**config.mk**
```make
export PLATFORM = sky130hd
export DESIGN_NAME = fhsr_ctrl
export DESIGN_NICKNAME = d
export VERILOG_FILES = /design/src/sv/fermion_hop_sign_and_rank_assert.svh /design/src/sv/fhsr_pkg.sv /design/src/sv/fhsr_ctrl.sv
export SDC_FILE = /design/constraint.sdc
export NUM_CORES = 1
export LEC_CHECK = 0
export BUFFER_PORTS_ARGS = -buffer_cell sky130_fd_sc_hd__buf_2
export CAP_MARGIN = 20
export CORE_AREA = 3 3 40 42
export DETAILED_ROUTE_END_ITERATION = 6
export DIE_AREA = 0 0 43 45
export SETUP_SLACK_MARGIN = 0.02
export SLEW_MARGIN = 5
export SYNTH_ARGS = -nofsm -noshare
export SYNTH_HDL_FRONTEND = slang
export SYNTH_SLANG_ARGS = --single-unit
export TNS_END_PERCENT = 100
```
**constraint.sdc**
```tcl
create_clock -name clk -period 2.1 [get_ports clk]
set_clock_uncertainty 0.05 [all_clocks]
set_input_delay 0.42 -clock clk [delete_from_list [all_inputs] [get_ports clk]]
set_output_delay 0.42 -clock clk [all_outputs]
set_load 0.01 [all_outputs]
```
**src/sv/fermion_hop_sign_and_rank_assert.svh**
```systemverilog
// ---------------------------------------------------------------------------
// fermion_hop_sign_and_rank assertion macros
// Short forms for the clocked checks at the end of the top level.
// ---------------------------------------------------------------------------
`ifndef FERMION_HOP_SIGN_AND_RANK_ASSERT_SVH
`define FERMION_HOP_SIGN_AND_RANK_ASSERT_SVH

// same-cycle implication, sampled on clk, off while arst_n is low
`define FHSR_ASSERT_NOW(label, ante, cons, msg) \
	label: assert property (@(posedge clk) disable iff (!arst_n) (ante) |-> (cons)) \
		else $error(msg);

// next-cycle implication, sampled on clk, off while arst_n is low
`define FHSR_ASSERT_NEXT(label, ante, cons, msg) \
	label: assert property (@(posedge clk) disable iff (!arst_n) (ante) |=> (cons)) \
		else $error(msg);

`endif

```
**src/sv/fhsr_pkg.sv**
```systemverilog
// ---------------------------------------------------------------------------
// fhsr_pkg
// Shared widths, codes and controller/datapath types of the hopping block.
// ---------------------------------------------------------------------------
package fhsr_pkg;

	localparam int SITE_W    = 5;   // site numbers, counts, table columns
	localparam int BIN_W     = 29;  // binomial values and basis indexes
	localparam int CFG_IDX_W = 1;

	// configuration register indexes
	localparam logic [CFG_IDX_W-1:0] CFG_SITE_COUNT     = 1'b0;
	localparam logic [CFG_IDX_W-1:0] CFG_PARTICLE_COUNT = 1'b1;

	localparam logic [SITE_W-1:0] SITE_COUNT_RST     = 5'd8;
	localparam logic [SITE_W-1:0] PARTICLE_COUNT_RST = 5'd4;

	localparam logic signed [1:0] SIGN_ZERO = 2'sb00;
	localparam logic signed [1:0] SIGN_POS  = 2'sb01;
	localparam logic signed [1:0] SIGN_NEG  = 2'sb11;

	// datapath operations issued by the controller
	typedef enum logic [3:0] {
		OP_IDLE,
		OP_FILL,
		OP_ACCEPT,
		OP_SIZE,
		OP_CHECK,
		OP_UNRANK,
		OP_DECIDE,
		OP_RANK,
		OP_OUTPUT
	} dp_op_t;

	// datapath status back to the controller
	typedef struct packed {
		logic fill_last;
		logic idx_err;
		logic no_sites;
		logic unrank_last;
		logic hop;
		logic rank_last;
	} dp_stat_t;

endpackage

```
**src/sv/fhsr_ctrl.sv**
```systemverilog
// ---------------------------------------------------------------------------
// fhsr_ctrl
// Controller: sequences table fill, unrank pass, checks, rank pass, output.
// ---------------------------------------------------------------------------
module fhsr_ctrl (
	input  logic                clk,
	input  logic                arst_n,
	input  fhsr_pkg::dp_stat_t  stat,
	input  logic                item_valid,
	output logic                item_ready,
	output logic                result_valid,
	input  logic                result_ready,
	output fhsr_pkg::dp_op_t    op
);

	typedef enum logic [2:0] {
		ST_FILL,
		ST_IDLE,
		ST_SIZE,
		ST_CHECK,
		ST_UNRANK,
		ST_DECIDE,
		ST_RANK,
		ST_FINAL
	} state_t;

	state_t state_q, state_d;
	logic   ov_q;
	logic   load;

	always_comb begin
		state_d = state_q;
		op      = fhsr_pkg::OP_IDLE;
		load    = 1'b0;
		unique case (state_q)
			ST_FILL: begin
				op = fhsr_pkg::OP_FILL;
				if (stat.fill_last) begin
					state_d = ST_IDLE;
				end
			end
			ST_IDLE: begin
				if (item_valid) begin
					op      = fhsr_pkg::OP_ACCEPT;
					state_d = ST_SIZE;
				end
			end
			ST_SIZE: begin
				op      = fhsr_pkg::OP_SIZE;
				state_d = ST_CHECK;
			end
			ST_CHECK: begin
				op = fhsr_pkg::OP_CHECK;
				if (stat.idx_err) begin
					state_d = ST_FINAL;
				end else if (stat.no_sites) begin
					state_d = ST_DECIDE;
				end else begin
					state_d = ST_UNRANK;
				end
			end
			ST_UNRANK: begin
				op = fhsr_pkg::OP_UNRANK;
				if (stat.unrank_last) begin
					state_d = ST_DECIDE;
				end
			end
			ST_DECIDE: begin
				op      = fhsr_pkg::OP_DECIDE;
				state_d = stat.hop ? ST_RANK : ST_FINAL;
			end
			ST_RANK: begin
				op = fhsr_pkg::OP_RANK;
				if (stat.rank_last) begin
					state_d = ST_FINAL;
				end
			end
			ST_FINAL: begin
				if (!ov_q || result_ready) begin
					op      = fhsr_pkg::OP_OUTPUT;
					load    = 1'b1;
					state_d = ST_IDLE;
				end
			end
			default: state_d = ST_IDLE;
		endcase
	end

	always_ff @(posedge clk or negedge arst_n) begin
		if (!arst_n) begin
			state_q <= ST_FILL;
			ov_q    <= 1'b0;
		end else begin
			state_q <= state_d;
			if (load) begin
				ov_q <= 1'b1;
			end else if (result_ready) begin
				ov_q <= 1'b0;
			end
		end
	end

	assign item_ready   = state_q == ST_IDLE;
	assign result_valid = ov_q;

endmodule

```
==> PnR_summary.wiki <==
{| class="wikitable"
! Metric !! Value
|-
| Cells traversed along the worst timing path || nand3_1 -> nor2_1 -> buf_2
|-
| Final std cells w/o fill || 64
|-
| Util after Layout || 29.60%
|-
| Filler Cells Inserted || 148
|-
| Share of the cycle needed by the critical path after routing || 81.77%
|-
| Count of cell types in the netlist || 18
|-
| Worst EP required || 1.63 ns
|-
| Gate Count Post-Synth || 33
|-
| Layout cells sized above 1 || 42.86%
|-
| First DRT Iteration DRCs || 2
|-
| Critical path fanouts, max || 11
|-
| # rows || 13
|-
| Slowest library cell on the worst path || dfrtp_1
|-
| Synth Warn # || 0
|-
| Net count after synthesis || 43
|-
| Reg clk slew, reported paths || 0.04 ns
|-
| Dominant delay contributor by cell family on the critical path || flip-flops
|-
| Top post-synthesis cells by area || dfrtp_1 (36%), buf_6 (8.0%), nor2_1 (8.0%)
|-
| Initial core utilization || 21.91%
|-
| Initial antenna violation count || 0
|-
| Number of placed cells counting well taps || 60
|-
| Slew at the pin closest to its max-slew limit || 0.3988 ns
|-
| Full die area || 0.001935 mm^2
|-
| Overall via count from detail_route || 272
|-
| Biggest cell delay along the critical path || 0.57 ns
|-
| Final critical path time including I/O delays and setup || 1.717 ns
|-
| R2R depth || 3
|-
| Post-DR wirelength/cell || 10.05 um
|-
| Setup TNS || 0 ns
|-
| Arr. time, crit path || 1.25 ns
|-
| I/O pin count || 16
|-
| Total of cells resized after clock tree synthesis || 0
|-
| Detailed-placement wirelength estimate || 492.4 um
|-
| Clock tree from TritonCTS || yes
|-
| Clock tree buffer depth || 2
|-
| Category of the critical setup timing path || reg2out
|-
| Rel. slew slack || 73.41%
|-
| Area share of the leading cell type in the synthesized netlist || 35.56%
|-
| Global-route wire length before repair || 972 um
|-
| Achievable Freq || 0.5824 GHz
|-
| Number of sinks handled by clock tree synthesis || 4
|-
| Post-synth top flop || dfrtp_1
|-
| Core area || 0.001285 mm^2
|-
| Total wirelength of the detailed-routed design || 643 um
|-
| Hold WC Path Type || in2reg
|-
| Mapped cell area || 281.5 um^2
|-
| Slew Viols, Final || 0
|-
| Register-to-Register Setup Slack || 0.83 ns
|-
| Count of buffers added by post-CTS timing repair for setup || 0
|-
| Type of destination of the critical path || output port
|-
| H-tree levels || 1
|-
| Number of failing hold endpoints at the final stage || 0
|-
| Mean Syn Cell Area || 8.531 um^2
|-
| Number of cells on the worst hold path || 3
|-
| EDFF count, synth || 0
|-
| Number of logic stages on the critical path including buffering || 3
|-
| Library cell used as clock root buffer || clkbuf_4
|-
| Final ANT Viol Nets || 0
|-
| Die Y-Extent || 45 um
|-
| Seq cells post-synth || 4
|-
| Share of the yosys chip area belonging to registers || 35.56%
|-
| Number of CTS-inserted buffers || 3
|-
| Max-capacitance violation count || 0
|-
| Drt drc || 0
|-
| Nets || 61
|-
| Port buffer count || 15
|-
| Unrepaired setup endpoints after global routing || false
|-
| Share of async-settable or async-resettable flops after synthesis || 100.0%
|-
| Horizontal extent of the die || 43 um
|-
| Drt via density || 4.250
|-
| Final-report setup violation count || 0
|-
| Static leakage power || 0.1995 nW
|-
| Type of origin of the critical path || register
|-
| Cell accounting for the most synthesized area || dfrtp_1
|-
| 1st-pass router iterations || 2
|-
| Area growth from synthesis to layout || 35.11%
|-
| VDD IR-drop max || 0.6542 mV
|-
| Via count of the first global-routing pass || 225
|-
| Power Dens Cells || 1556 mW/mm^2
|-
| Clk_lat worst skew || 0.23 ns
|-
| Status || complete, no violations
|-
| Top-count cell post-synth || nor2_1
|-
| Combined buffer and inverter count along the critical path || 1
|-
| Overflow left after global routing || 0
|-
| Post-synth top cells || nor2_1 (6), dfrtp_1 (4), nand2_1 (4)
|-
| GRT Overall Usage || 7.358%
|-
| Largest net degree at the start of global routing || 12
|-
| Placer's final routability congestion estimate || 0.7335
|-
| Diodes inserted || 0
|}
==> what timing repair did <==
| action | 4_1_cts | 5_1_grt |
|---|---|---|
| hold buffers | 1 | 0 |
| setup endpoints to repair | 0 | 0 |
| hold endpoints to repair | 4 | 0 |
==> per-stage QoR <==
| stage | cell area (um^2) | worst slack (ns) | hold WS [ns] | total power [mW] |
|---|---|---|---|---|
| 4_1_cts | 380.4 | 0.3703 | 0.4381 | 0.6039 |
| 3_5_place_dp | 347.8 | 0.6327 | 0.1793 | 0.5004 |
| 2_1_floorplan | 281.5 | 0.7371 | 0.07441 | 0.4359 |
| 3_3_place_gp | 347.8 | 0.6593 | 0.1786 | 0.4979 |
| 6_report | 380.4 | 0.3829 | 0.4360 | 0.5918 |
| 5_1_grt | 380.4 | 0.2781 | 0.4406 | 0.6475 |
==> metal layers <==
metal / vias to the layer above / global-route usage (%) / wire length [um]
met4: 0 / 1.807 / 0
li1: 145 / - / -
met2: 12 / 9.581 / 266
met5: - / 0 / 0
met3: 0 / 6.773 / 75
met1: 115 / 8.780 / 301
==> state kept, by name, summed over array words and instances (netlist names) <==
| register | flops |
|---|---|
| result_valid | 1 |
| state_q | 3 |
==> area by class of cell <==
| type | instances | area (um^2) | share of cell area, % |
|---|---|---|---|
| Tap cell | 15 | 18.77 | 4.934 |
| Clock buffer | 3 | 22.52 | 5.921 |
| Timing Repair Buffer | 16 | 85.08 | 22.37 |
| Inverter | 2 | 7.507 | 1.974 |
| Sequential cell | 4 | 100.1 | 26.32 |
| Multi-Input combinational cell | 24 | 146.4 | 38.49 |
==> worst register-to-register path: stages, from the launching register on <==
cell	delay, ns
dfrtp_1	0.50
inv_2	0.08
o41ai_2	0.36
o32ai_1	0.14
==> cells in the final DEF (no fill, tap or decap), types with 2 or more instances in the layout <==
cell	synthesis	routed
buf_2	1	15
nor2_1	6	6
nand2_1	4	4
dfrtp_1	4	4
clkbuf_4	0	3
inv_2	2	2
nor2b_1	2	2
mux2i_1	2	2
==> worst paths after layout <==
check | endpoint | start
min in group asynchronous | state_q[2] | arst_n
min reg2reg | state_q[1] | state_q[0]
min | result_valid | result_ready
max reg2reg | state_q[0] | state_q[1]
max in group asynchronous | state_q[1] | arst_n
max | op[3] | state_q[2]
==> kinds of logic (layout without fill, tap and decap cells) <==
kind of cell,Yosys count,in the layout,synth area share (%)
AO/OA/AOI/OAI,7,7,20.00
XOR/XNOR,1,1,3.112
buffers and inverters,5,21,12.44
flip-flops,4,4,35.56
multiplexers,2,2,7.111
AND/OR/NAND/NOR,14,14,21.77
==> power by group <==
part | total, mW | switching [mW] | internal (mW)
Clock | 0.0968 | 0.0327 | 0.0640
Sequential | 0.203 | 0.0862 | 0.117
Combinational | 0.292 | 0.145 | 0.147
Note: power is estimated with default switching activity, not from simulation.
